File: config.mk
export PLATFORM = sky130hd
export DESIGN_NAME = game_of_life_grid_engine
export DESIGN_NICKNAME = d
export VERILOG_FILES = /design/src/gol_pkg.sv /design/src/gol_row_mem.sv /design/src/gol_rule_unit.sv /design/src/game_of_life_grid_engine.sv
export SDC_FILE = /design/constraint.sdc
export NUM_CORES = 2
export LEC_CHECK = 0
export ABC_AREA = 0
export BUFFER_PORTS_ARGS = -buffer_cell sky130_fd_sc_hd__buf_4
export CORE_AREA = 2 2 654 656
export CTS_CLUSTER_DIAMETER = 120
export DETAILED_ROUTE_END_ITERATION = 6
export DIE_AREA = 0 0 656 658
export PLACE_DENSITY = 0.56
export SYNTH_ARGS = -nofsm -noshare
export SYNTH_HDL_FRONTEND = slang
export SYNTH_SLANG_ARGS = --single-unit
File: constraint.sdc
create_clock -name clock -period 8.84 [get_ports clock]
set_input_delay 0 -clock clock [delete_from_list [all_inputs] [get_ports clock]]
set_output_delay 0 -clock clock [all_outputs]
set_load 0.03 [all_outputs]
File: src/gol_pkg.sv
// Shared constants, request codes and memory port types of the Game of Life grid engine.
`default_nettype none

package gol_pkg;

   localparam int MAX_WIDTH  = 64;
   localparam int MAX_HEIGHT = 64;

   localparam int COL_W  = $clog2(MAX_WIDTH);
   localparam int ROW_W  = $clog2(MAX_HEIGHT);
   localparam int WDIM_W = $clog2(MAX_WIDTH + 1);
   localparam int HDIM_W = $clog2(MAX_HEIGHT + 1);

   localparam int CFG_W     = 7;
   localparam int CFG_IDX_W = 1;
   localparam int COORD_W   = 6;

   localparam logic [CFG_W-1:0] CFG_DIM_RESET = CFG_W'(64);

   typedef enum logic [1:0] {
      REQ_WRITE = 2'd0,
      REQ_READ  = 2'd1,
      REQ_STEP  = 2'd2,
      REQ_NONE  = 2'd3
   } req_code_type;

   typedef enum logic [CFG_IDX_W-1:0] {
      CSR_WIDTH  = 1'b0,
      CSR_HEIGHT = 1'b1
   } csr_code_type;

   typedef logic [MAX_WIDTH-1:0] row_type;

   typedef struct packed {
      logic             wr_en;
      logic [ROW_W-1:0] wr_addr;
      row_type          wr_data;
      logic             rd_en;
      logic [ROW_W-1:0] rd_addr;
   } mem_req_type;

endpackage

`default_nettype wire

File: src/gol_row_mem.sv
// Grid store: one row of cells per entry, one write and one registered read per cycle.
`default_nettype none

module gol_row_mem (
   input  wire                       clock,
   input  wire gol_pkg::mem_req_type mem_req,
   output gol_pkg::row_type          rd_data
);
   import gol_pkg::*;

   row_type mem [MAX_HEIGHT];
   row_type rd_data_ff;

   always_ff @(posedge clock) begin
      if (mem_req.wr_en) begin
         mem[mem_req.wr_addr] <= mem_req.wr_data;
      end
      if (mem_req.rd_en) begin
         rd_data_ff <= mem[mem_req.rd_addr];
      end
   end

   assign rd_data = rd_data_ff;

endmodule

`default_nettype wire

File: src/gol_rule_unit.sv
// Neighbour count and Conway rule for a single cell.
`default_nettype none

module gol_rule_unit (
   input  wire [7:0] neighbours,
   input  wire       self_alive,
   output logic      next_alive
);
   logic [3:0] count;

   assign count      = 4'($countones(neighbours));
   assign next_alive = (count == 4'd3) || ((count == 4'd2) && self_alive);

endmodule

`default_nettype wire

File: src/game_of_life_grid_engine.sv
// Top level of the Game of Life grid engine: request sequencer, row window and result register.
//
//   channel   direction  handshake            payload
//   req_      in         req_valid/req_ready  req_type, req_x_coord, req_y_coord, req_cell_in
//   rsp_      out        rsp_valid/rsp_ready  rsp_cell_out, rsp_status
//   csr_      in         csr_valid/csr_ready  csr_index, csr_wdata
//
// A read passes through ST_RD and a write through ST_WR before ST_RESP; an ignored request
// goes straight to ST_RESP. A generation sweeps the active w by h grid row by row; the
// shared rule unit evaluates one cell a cycle; each row visits ST_G_BELOW and ST_G_WRITE.
// After reset a clearing pass writes all MAX_HEIGHT rows dead, with req_ready low.
// A finished item waits in the result register while the next item is accepted.
`default_nettype none

module game_of_life_grid_engine (
   input  wire                            clock,
   input  wire                            reset,
   input  wire                            req_valid,
   output logic                           req_ready,
   input  wire [1:0]                      req_type,
   input  wire [gol_pkg::COORD_W-1:0]     req_x_coord,
   input  wire [gol_pkg::COORD_W-1:0]     req_y_coord,
   input  wire                            req_cell_in,
   output logic                           rsp_valid,
   input  wire                            rsp_ready,
   output logic                           rsp_cell_out,
   output logic                           rsp_status,
   input  wire                            csr_valid,
   output logic                           csr_ready,
   input  wire [gol_pkg::CFG_IDX_W-1:0]   csr_index,
   input  wire [gol_pkg::CFG_W-1:0]       csr_wdata
);
   import gol_pkg::*;

   typedef enum logic [3:0] {
      ST_CLEAR,
      ST_IDLE,
      ST_RD,
      ST_WR,
      ST_G_MID,
      ST_G_BELOW,
      ST_G_CELL,
      ST_G_WRITE,
      ST_RESP
   } state_type;

   state_type        state_ff, state_in;
   logic [ROW_W-1:0] row_ff, row_in;
   logic [COL_W-1:0] col_ff, col_in;
   logic [COORD_W-1:0] x_ff, x_in;
   logic [COORD_W-1:0] y_ff, y_in;
   logic             cell_ff, cell_in;
   row_type          above_ff, above_in;
   row_type          mid_ff, mid_in;
   row_type          below_ff, below_in;
   row_type          new_ff, new_in;
   logic             res_cell_ff, res_cell_in;
   logic             res_status_ff, res_status_in;
   logic             rsp_valid_ff, rsp_valid_in;
   logic             rsp_cell_ff, rsp_cell_in;
   logic             rsp_status_ff, rsp_status_in;
   logic [CFG_W-1:0] width_ff, width_in;
   logic [CFG_W-1:0] height_ff, height_in;

   logic [WDIM_W-1:0] act_w;
   logic [HDIM_W-1:0] act_h;
   logic              coord_ok;
   mem_req_type       mem_req;
   row_type           rd_data;

   logic [COL_W-1:0] left_idx, right_idx;
   logic             left_ok, right_ok;
   logic [7:0]       neighbours;
   logic             next_alive;
   logic             last_col, last_row, below_in_grid, far_in_grid;

   // Zero counts as one, anything above the maximum saturates.
   always_comb begin
      if (width_ff == '0) begin
         act_w = WDIM_W'(1);
      end else if (32'(width_ff) > 32'(MAX_WIDTH)) begin
         act_w = WDIM_W'(MAX_WIDTH);
      end else begin
         act_w = WDIM_W'(width_ff);
      end
      if (height_ff == '0) begin
         act_h = HDIM_W'(1);
      end else if (32'(height_ff) > 32'(MAX_HEIGHT)) begin
         act_h = HDIM_W'(MAX_HEIGHT);
      end else begin
         act_h = HDIM_W'(height_ff);
      end
   end

   assign coord_ok = (32'(req_x_coord) < 32'(act_w)) && (32'(req_y_coord) < 32'(act_h));

   // Neighbour window around the current column; columns outside the grid read as dead.
   assign left_idx  = col_ff - COL_W'(1);
   assign right_idx = col_ff + COL_W'(1);
   assign left_ok   = (col_ff != '0);
   assign right_ok  = (32'(col_ff) + 32'd1) < 32'(act_w);
   assign neighbours = {above_ff[left_idx] & left_ok, above_ff[col_ff],
                        above_ff[right_idx] & right_ok,
                        mid_ff[left_idx] & left_ok, mid_ff[right_idx] & right_ok,
                        below_ff[left_idx] & left_ok, below_ff[col_ff],
                        below_ff[right_idx] & right_ok};

   assign last_col      = (32'(col_ff) + 32'd1) == 32'(act_w);
   assign last_row      = (32'(row_ff) + 32'd1) == 32'(act_h);
   assign below_in_grid = (32'(row_ff) + 32'd1) < 32'(act_h);
   assign far_in_grid   = (32'(row_ff) + 32'd2) < 32'(act_h);

   gol_rule_unit u_rule (
      .neighbours (neighbours),
      .self_alive (mid_ff[col_ff]),
      .next_alive (next_alive)
   );

   gol_row_mem u_mem (
      .clock   (clock),
      .mem_req (mem_req),
      .rd_data (rd_data)
   );

   always_comb begin
      state_in      = state_ff;
      row_in        = row_ff;
      col_in        = col_ff;
      x_in          = x_ff;
      y_in          = y_ff;
      cell_in       = cell_ff;
      above_in      = above_ff;
      mid_in        = mid_ff;
      below_in      = below_ff;
      new_in        = new_ff;
      res_cell_in   = res_cell_ff;
      res_status_in = res_status_ff;
      rsp_valid_in  = rsp_valid_ff && !rsp_ready;
      rsp_cell_in   = rsp_cell_ff;
      rsp_status_in = rsp_status_ff;
      width_in      = width_ff;
      height_in     = height_ff;
      mem_req       = '0;

      if (csr_valid) begin
         unique case (csr_code_type'(csr_index))
            CSR_WIDTH:  width_in  = csr_wdata;
            CSR_HEIGHT: height_in = csr_wdata;
            default:    width_in  = width_ff;
         endcase
      end

      unique case (state_ff)
         ST_CLEAR: begin
            mem_req.wr_en   = 1'b1;
            mem_req.wr_addr = row_ff;
            mem_req.wr_data = '0;
            if (32'(row_ff) == (MAX_HEIGHT - 1)) begin
               row_in   = '0;
               state_in = ST_IDLE;
            end else begin
               row_in = row_ff + ROW_W'(1);
            end
         end
         ST_IDLE: begin
            if (req_valid) begin
               x_in          = req_x_coord;
               y_in          = req_y_coord;
               cell_in       = req_cell_in;
               res_cell_in   = 1'b0;
               res_status_in = 1'b0;
               case (req_code_type'(req_type)) inside
                  REQ_WRITE, REQ_READ: begin
                     if (coord_ok) begin
                        mem_req.rd_en   = 1'b1;
                        mem_req.rd_addr = ROW_W'(req_y_coord);
                        state_in = (req_code_type'(req_type) == REQ_WRITE) ? ST_WR : ST_RD;
                     end else begin
                        res_status_in = 1'b1;
                        state_in      = ST_RESP;
                     end
                  end
                  REQ_STEP: begin
                     mem_req.rd_en   = 1'b1;
                     mem_req.rd_addr = '0;
                     row_in          = '0;
                     above_in        = '0;
                     state_in        = ST_G_MID;
                  end
                  default: state_in = ST_RESP;
               endcase
            end
         end
         ST_RD: begin
            res_cell_in = rd_data[COL_W'(x_ff)];
            state_in    = ST_RESP;
         end
         ST_WR: begin
            mem_req.wr_en   = 1'b1;
            mem_req.wr_addr = ROW_W'(y_ff);
            mem_req.wr_data = rd_data;
            mem_req.wr_data[COL_W'(x_ff)] = cell_ff;
            state_in = ST_RESP;
         end
         ST_G_MID: begin
            mid_in = rd_data;
            new_in = rd_data;
            if (below_in_grid) begin
               mem_req.rd_en   = 1'b1;
               mem_req.rd_addr = row_ff + ROW_W'(1);
            end
            state_in = ST_G_BELOW;
         end
         ST_G_BELOW: begin
            below_in = below_in_grid ? rd_data : '0;
            col_in   = '0;
            state_in = ST_G_CELL;
         end
         ST_G_CELL: begin
            new_in[col_ff] = next_alive;
            if (last_col) begin
               state_in = ST_G_WRITE;
            end else begin
               col_in = col_ff + COL_W'(1);
            end
         end
         ST_G_WRITE: begin
            mem_req.wr_en   = 1'b1;
            mem_req.wr_addr = row_ff;
            mem_req.wr_data = new_ff;
            if (last_row) begin
               state_in = ST_RESP;
            end else begin
               // The row two below is still unwritten, so it is read before this sweep reaches it.
               above_in = mid_ff;
               mid_in   = below_ff;
               new_in   = below_ff;
               row_in   = row_ff + ROW_W'(1);
               if (far_in_grid) begin
                  mem_req.rd_en   = 1'b1;
                  mem_req.rd_addr = row_ff + ROW_W'(2);
               end
               state_in = ST_G_BELOW;
            end
         end
         ST_RESP: begin
            if (!rsp_valid_ff || rsp_ready) begin
               rsp_valid_in  = 1'b1;
               rsp_cell_in   = res_cell_ff;
               rsp_status_in = res_status_ff;
               state_in      = ST_IDLE;
            end
         end
         default: state_in = ST_IDLE;
      endcase
   end

   always_ff @(posedge clock) begin
      if (reset) begin
         state_ff     <= ST_CLEAR;
         row_ff       <= '0;
         rsp_valid_ff <= 1'b0;
         width_ff     <= CFG_DIM_RESET;
         height_ff    <= CFG_DIM_RESET;
      end else begin
         state_ff     <= state_in;
         row_ff       <= row_in;
         rsp_valid_ff <= rsp_valid_in;
         width_ff     <= width_in;
         height_ff    <= height_in;
      end
      col_ff        <= col_in;
      x_ff          <= x_in;
      y_ff          <= y_in;
      cell_ff       <= cell_in;
      above_ff      <= above_in;
      mid_ff        <= mid_in;
      below_ff      <= below_in;
      new_ff        <= new_in;
      res_cell_ff   <= res_cell_in;
      res_status_ff <= res_status_in;
      rsp_cell_ff   <= rsp_cell_in;
      rsp_status_ff <= rsp_status_in;
   end

   assign req_ready    = (state_ff == ST_IDLE);
   assign csr_ready    = 1'b1;
   assign rsp_valid    = rsp_valid_ff;
   assign rsp_cell_out = rsp_cell_ff;
   assign rsp_status   = rsp_status_ff;

endmodule

`default_nettype wire
After elaboration in Yosys (flattened, before gate mapping)
Memories as Yosys holds them, arrays and structs flattened. A register that Yosys moved wholly into a read port is not among the register bits.
Index checks and enable logic that the tools add are counted.
{"block": "totals", "regBits": 304, "ramBits": 4096, "input_bits": 28, "output_inout_bits": 5, "n_memories": 1}
{"block": "classes", "n_addsub": 14, "order_cmp": 13, "eq_ne": 23, "n_mux": 72, "n_bitwise": 7, "n_reduce_logical": 33}
{"memory": "u_mem.mem", "words": 64, "word_bits": 64, "read_ports": 1, "rd_clocked_by_memory_dff": 1, "wr": 1, "line": "gol_row_mem.sv:11", "rtl": "row_type mem [MAX_HEIGHT];"}
{"cell": "$mux 64", "count": 5}
{"cell": "$pmux 64 s2", "count": 2}
{"cell": "$pmux 71 s3", "count": 1}
{"cell": "$pmux 64 s3", "count": 1}
{"cell": "$bwmux 64", "count": 2}
{"cell": "$mux 7", "count": 11}
{"cell": "$bmux 1 s6", "count": 10}
{"cell": "$mux 6", "count": 6}
{"cell": "$eq 32x7->1", "count": 1}
{"cell": "$lt 32x7->1", "count": 1}
{"cell": "$mux 4", "count": 8}
{"cell": "$pmux 4 s8", "count": 1}
{"cell": "$lt 6x7->1 const B", "count": 4}
{"cell": "$pmux 7 s3", "count": 1}
{"cell": "$mux 1", "count": 19}
{"cell": "$pmux 6 s3", "count": 1}
{"cell": "$eq 4x2->1 const B", "count": 4}
{"cell": "$eq 4x3->1 const B", "count": 4}
{"cell": "$reduce_and 2->1", "count": 8}
{"cell": "$add 6x1->7 const B", "count": 2}
{"cell": "$gt 7x7->1 const B", "count": 2}
{"cell": "$logic_not 7->1", "count": 2}
{"cell": "$lt 6x7->1", "count": 2}
{"cell": "$lt 7x7->1", "count": 2}
{"cell": "31 further kinds", "count": 62}

Depth between registers and ports, before layout
{"block": "depth", "word_depth": 13, "mapped_depth": 26, "ltp_nobuf": 24}

Hierarchy
From an unflattened synthesis, not the netlist that was laid out.
{"block": "hier_totals", "hier_cells": 8862, "hier_area_um2": 179066.7}
{"mod": "gol_row_mem", "n_inst": 1, "cells_per_inst": 6598, "area_each_um2": 156971.8, "seq_area_each_um2": 124919.8}
{"mod": "game_of_life_grid_engine", "n_inst": 1, "cells_per_inst": 2242, "area_each_um2": 21884.7, "seq_area_each_um2": 8878.5}
{"mod": "gol_rule_unit", "n_inst": 1, "cells_per_inst": 22, "area_each_um2": 210.2, "seq_area_each_um2": 0.0}

Worst setup path before layout
OpenSTA, ideal clock, no wires.
{"block": "synth_timing", "path_kind": "register to register", "start": "reg height_ff[6]", "end": "reg u_mem.rd_data_ff[0], in the netlist u_mem.rd_data[0] (read register of u_mem.mem), enable pin", "setup_ns": 0.574, "arrival_time_ns": 6.473, "path_slack_ns": 1.793, "path_stages_with_launch": 11, "n_path_buf": 0, "path_cell_list": "dfxtp_1 -> inv_1 -> nand2_1 -> ha_1 -> a2111o_1 -> o221ai_1 -> and2_1 -> nand2_1 -> nor2_1 -> nor2_1 -> o21ai_0"}
{"element": "from (decl)", "line": "game_of_life_grid_engine.sv:63", "rtl": "logic [CFG_W-1:0] height_ff, height_in;"}
{"element": "from (signal assigned)", "line": "game_of_life_grid_engine.sv:270", "rtl": "height_ff <= height_in;"}
{"element": "to (decl)", "line": "gol_row_mem.sv:12", "rtl": "row_type rd_data_ff;"}

Worst setup path after layout
{"block": "layout_timing", "start": "reg col_ff[1]", "end": "reg new_ff[59] (data pin)"}
{"block": "layout_between", "elab_chain_cells": 12, "word_cells_on_any_way": 47, "classes_between": "add/sub (10); order compare (3); eq/ne (2); mux (22); bitwise (6); reduce/logical (4)"}
{"element": "from (decl)", "line": "game_of_life_grid_engine.sv:49", "rtl": "logic [COL_W-1:0] col_ff, col_in;"}
{"element": "from (signal assigned)", "line": "game_of_life_grid_engine.sv:272", "rtl": "col_ff <= col_in;"}
{"element": "$add 6x1->6 (*)", "line": "game_of_life_grid_engine.sv:99", "rtl": "assign right_idx = col_ff + COL_W'(1);"}
{"element": "net right_idx[1]", "line": "game_of_life_grid_engine.sv:71", "rtl": "logic [COL_W-1:0] left_idx, right_idx;"}
{"element": "$bmux 1 s6 (on tied branches)", "line": "game_of_life_grid_engine.sv:106, game_of_life_grid_engine.sv:103, game_of_life_grid_engine.sv:104"}
{"element": "$mux 1 (on tied branches)", "line": "game_of_life_grid_engine.sv:106, game_of_life_grid_engine.sv:103, game_of_life_grid_engine.sv:104"}
{"element": "$and 1x1->1 (on tied branches)", "line": "game_of_life_grid_engine.sv:106, game_of_life_grid_engine.sv:103, game_of_life_grid_engine.sv:104"}
{"element": "$add 1x1->2 (implied by the code)", "line": "gol_rule_unit.sv:11", "rtl": "assign count = 4'($countones(neighbours));"}
{"element": "$add 4x4->4 (implied by the code)", "line": "gol_rule_unit.sv:11"}
{"element": "$add 4x4->4 (implied by the code) (*)", "line": "gol_rule_unit.sv:11"}
{"element": "$eq 4x2->1", "line": "gol_rule_unit.sv:12", "rtl": "assign next_alive = (count == 4'd3) || ((count == 4'd2) && self_alive);"}
{"element": "$logic_and 1x1->1", "line": "gol_rule_unit.sv:12"}
{"element": "$logic_or 1x1->1 (*)", "line": "gol_rule_unit.sv:12"}
{"element": "$bwmux 64 (*)", "line": "game_of_life_grid_engine.sv:220", "rtl": "new_in[col_ff] = next_alive;"}
{"element": "$pmux 64 s3 (*)", "line": "game_of_life_grid_engine.sv:153", "rtl": "unique case (state_ff)"}
{"element": "net new_in[59]", "line": "game_of_life_grid_engine.sv:56", "rtl": "row_type new_ff, new_in;"}
{"element": "to (signal assigned)", "line": "game_of_life_grid_engine.sv:279", "rtl": "new_ff <= new_in;"}
{"element": "to (decl)", "line": "game_of_life_grid_engine.sv:56"}
The timed path passes the listed nets; every way through them passes the cells marked *. The select of a mux whose other input is x is not followed.
A chain may end at the register's enable or synchronous reset.

==> summary.txt <==
Outcome
  – Status: finished clean

Floorplanning
  – Core Rows: 240
  – I/O pins: 33
  – Die Span Y: 658 um
  – CORE AREA: 425200 um2
  – Die footprint: 431600 um2
  – Die Width: 656 um
  – Starting Density: 42.85%

Power and ir drop
  – Sw frac: 20.41%
  – Share of power burned in registers: 54.3%
  – PD cells: 205.4 nW/um2
  – Tot Pwr: 42480 uW
  – VDD IR max: 0.1791 mV
  – Share of power burned in combinational logic: 1.1%
  – NetSw: 8673 uW
  – Leakage: 0.07325 uW
  – Clock network power share: 44.6%
  – Pint: 33810 uW

Route
  – Vias: 117700
  – # DRC: 0
  – Via/cell ratio: 6.624
  – Iter 0 DRT Violations: 21100
  – TritonRoute pass-1 iters: 6
  – Routed wirelength normalized by instance count: 38.69 um
  – Post-Route WL: 687.4 mm
  – ANT nets after route: 0

Final layout
  – Syn-to-layout area delta: 13.49%
  – Post-route cell area: 206800 um2
  – Non-filler cells, final: 17770
  – Layout cells sized above 1: 14.84%
  – Layout Nets: 11750
  – Finished Core Util: 48.63%

CTS
  – # H-tree levels: 5
  – Cell at the root of the clock tree: clkbuf_16
  – Post-CTS Hold Buffers: 73
  – Clock Latency Late Sink: 1.05 ns
  – CTS max path bufs: 4
  – Worst-path clk slew: 0.06 ns
  – Postcts setup bufs: 0
  – Clock sinks: 4464
  – TritonCTS buffer count: 457
  – CTS resizes: 0
  – CTS tree: built

Worst setup path
  – Crit path max-delay family: adder cells
  – Cell Chain, Critical Path: inv_1, ha_4, buf_4, mux4_2, mux4_2, nand2_1, and3_1, a311oi_1, ha_1, fa_1, inv_1, fa_1, inv_1, ha_1, inv_1, fa_1, o2111ai_4, buf_4, o31a_1, o21ai_0
  – Slowest CP cell: ha_4
  – Crit-path max FO: 76
  – Cell mode on critical path: inv_1
  – Critical setup path kind: reg2reg
  – Slack of the worst reg-to-reg path: 1.82 ns
  – WP buf/inv: 6
  – Worst EP required: 9.55 ns
  – CP Data Arrival Time: 7.73 ns
  – CP Launch Type: register
  – Critical Path Max Stage Delay: 1.06 ns
  – CP Capture Type: register

STA
  – # setup viols final: 0
  – RSZ-0062 raised after global routing: no
  – Worst Tran Pin Value: 1.391 ns
  – Relative slew slack: 7.044%
  – Highest clock rate: 142.5 MHz
  – Crit share post-route: 79.37%
  – Fin crit period: 7.017 ns
  – Max Slew Vio Count: 0
  – Hold Vio Cnt, Final: 0
  – Clk_skew: 0.07869 ns
  – Final setup TNS: 0 ns

Global routing
  – Initial antenna violation count: 45
  – Total gr overflow: 0
  – Largest net degree at the start of global routing: 164
  – Global-route wire length before repair: 930.1 mm
  – Gr usage total: 31.02%
  – Vias in the first global route: 110500

Synth
  – Share of flip-flops with an asynchronous set or reset: 0%
  – YS warnings: 0
  – Synth top area share: 73.15%
  – Syn Nets: 11620
  – EDFF count, synth: 4439
  – Commonest register cell after synthesis: edfxtp_1
  – Post-Synthesis Cells: 11540
  – Mean post-synth cell area: 15.79 um2
  – Synth area leaders: edfxtp_1, mux4_2, nand2_1
  – Cell type with the largest total area after synthesis: edfxtp_1
  – Yosys cell types: 97
  – Seq/Total Area, Yosys: 73.43%
  – Mapped Area: 182200 um2
  – Seq cells post-synth: 4464

Min path
  – Class of the worst hold path: in2reg

Flow run
  – Maxcap violations: 0

Place
  – DP Area: 191600 um2
  – Placed Cells: 16830
  – RD Place Congestion: 0.9009
  – Port buffer count: 31
  – DP HPWL: 349.3 mm
final timing paths:
path,start,endpoint,cells past startpoint
max,col_ff[1],new_ff[59],20
min,req_type[0],state_ff[0],5
max reg2reg,col_ff[1],new_ff[59],20
min reg2reg,res_status_ff,rsp_status,0
Yosys cell counts, drive strengths merged (111+ instances only):
| cell | instances |
|---|---|
| edfxtp | 4439 |
| a311oi | 196 |
| a32oi | 128 |
| and3 | 243 |
| a22oi | 111 |
| o21ai | 334 |
| a31oi | 197 |
| nand3 | 496 |
| mux4 | 507 |
| a21oi | 131 |
| a211oi | 233 |
| mux2i | 348 |
| nand2 | 2102 |
| and2 | 135 |
| nor2 | 191 |
| o22ai | 133 |
| buf | 402 |
| clkbuf | 418 |
routing by layer:
| layer | GRT usage (%) | wire [um] | vias up |
|---|---|---|---|
| met3 | 7.480 | 87620 | 1782 |
| met5 | 0 | 184 | - |
| met2 | 46.69 | 303000 | 8668 |
| met1 | 42.25 | 256100 | 61230 |
| li1 | - | - | 45980 |
| met4 | 15.57 | 40440 | 18 |
per-stage QoR:
step                worst slack (ns)  hold slack (ns)
floorplan                      1.793          0.09887
global placement               1.689           0.2310
detailed placement             1.890           0.2222
CTS                            1.883          0.02171
global route                   1.524          0.05694
finish                         1.823          0.05106
sequential cells by signal, indices dropped and copies added, names as in the netlist:
signal         cells
x_ff               6
new_ff            64
y_ff               6
row_ff             6
height_ff          7
rsp_valid          1
u_mem.mem       4096
rsp_cell_out       1
cell_ff            1
state_ff           4
res_cell_ff        1
res_status_ff      1
above_ff          64
col_ff             6
rsp_status         1
width_ff           7
mid_ff            64
u_mem.rd_data     64
below_ff          64
layout make-up:
class                   count  area [um2]
fillers                 35710      218400
flip-flops and latches   4464      133800
multi-input cells        6206       45970
clock buffers             556       11950
well taps                5687        7116
repair buffers            490        5283
clock inverters           289        2436
inverters                  53       200.2
diodes                     20       50.05
cell families (layout without fill, tap and decap cells):
kind of cell	count (synthesis)	in the layout	synth area share (%)
AND/OR/NAND/NOR	3370	3370	8.114
AO/OA/AOI/OAI	1904	1904	7.530
multiplexers	871	871	8.277
adder cells (fa/ha/maj)	45	45	0.3255
buffers and inverters	873	1388	2.250
XOR/XNOR	15	15	0.07210
flip-flops	4464	4464	73.43
other	1	21	0.002058
power groups by stage:
| stage | registers, uW | clock network [uW] | logic (uW) |
|---|---|---|---|
| 2_1_floorplan | 23500 | 0 | 216 |
| 3_3_place_gp | 23500 | 0 | 441 |
| 3_5_place_dp | 23500 | 0 | 445 |
| 4_1_cts | 23100 | 19000 | 473 |
| 5_1_grt | 23100 | 19900 | 496 |
| 6_report | 23100 | 18900 | 481 |
worst reg2reg max path: stages (launching register included):
cell	delay [ns]
edfxtp_1	0.46
inv_1	0.19
ha_4	1.06
buf_4	0.50
mux4_2	0.37
mux4_2	0.57
nand2_1	0.11
and3_1	0.15
a311oi_1	0.05
ha_1	0.26
fa_1	0.56
inv_1	0.06
fa_1	0.43
inv_1	0.08
ha_1	0.14
inv_1	0.05
fa_1	0.51
o2111ai_4	0.12
buf_4	0.66
o31a_1	0.34
o21ai_0	0.10
layout by cell type, fill, tap and decap left out, types with 197 or more instances in the layout:
master,n
buf_4,304
nand3_1,489
edfxtp_1,4439
a211oi_1,229
clkbuf_16,463
o21ai_0,256
nand2_1,2096
mux2i_1,348
a31oi_1,197
mux4_2,507
and3_1,241
(Power assumes the default switching activity.)
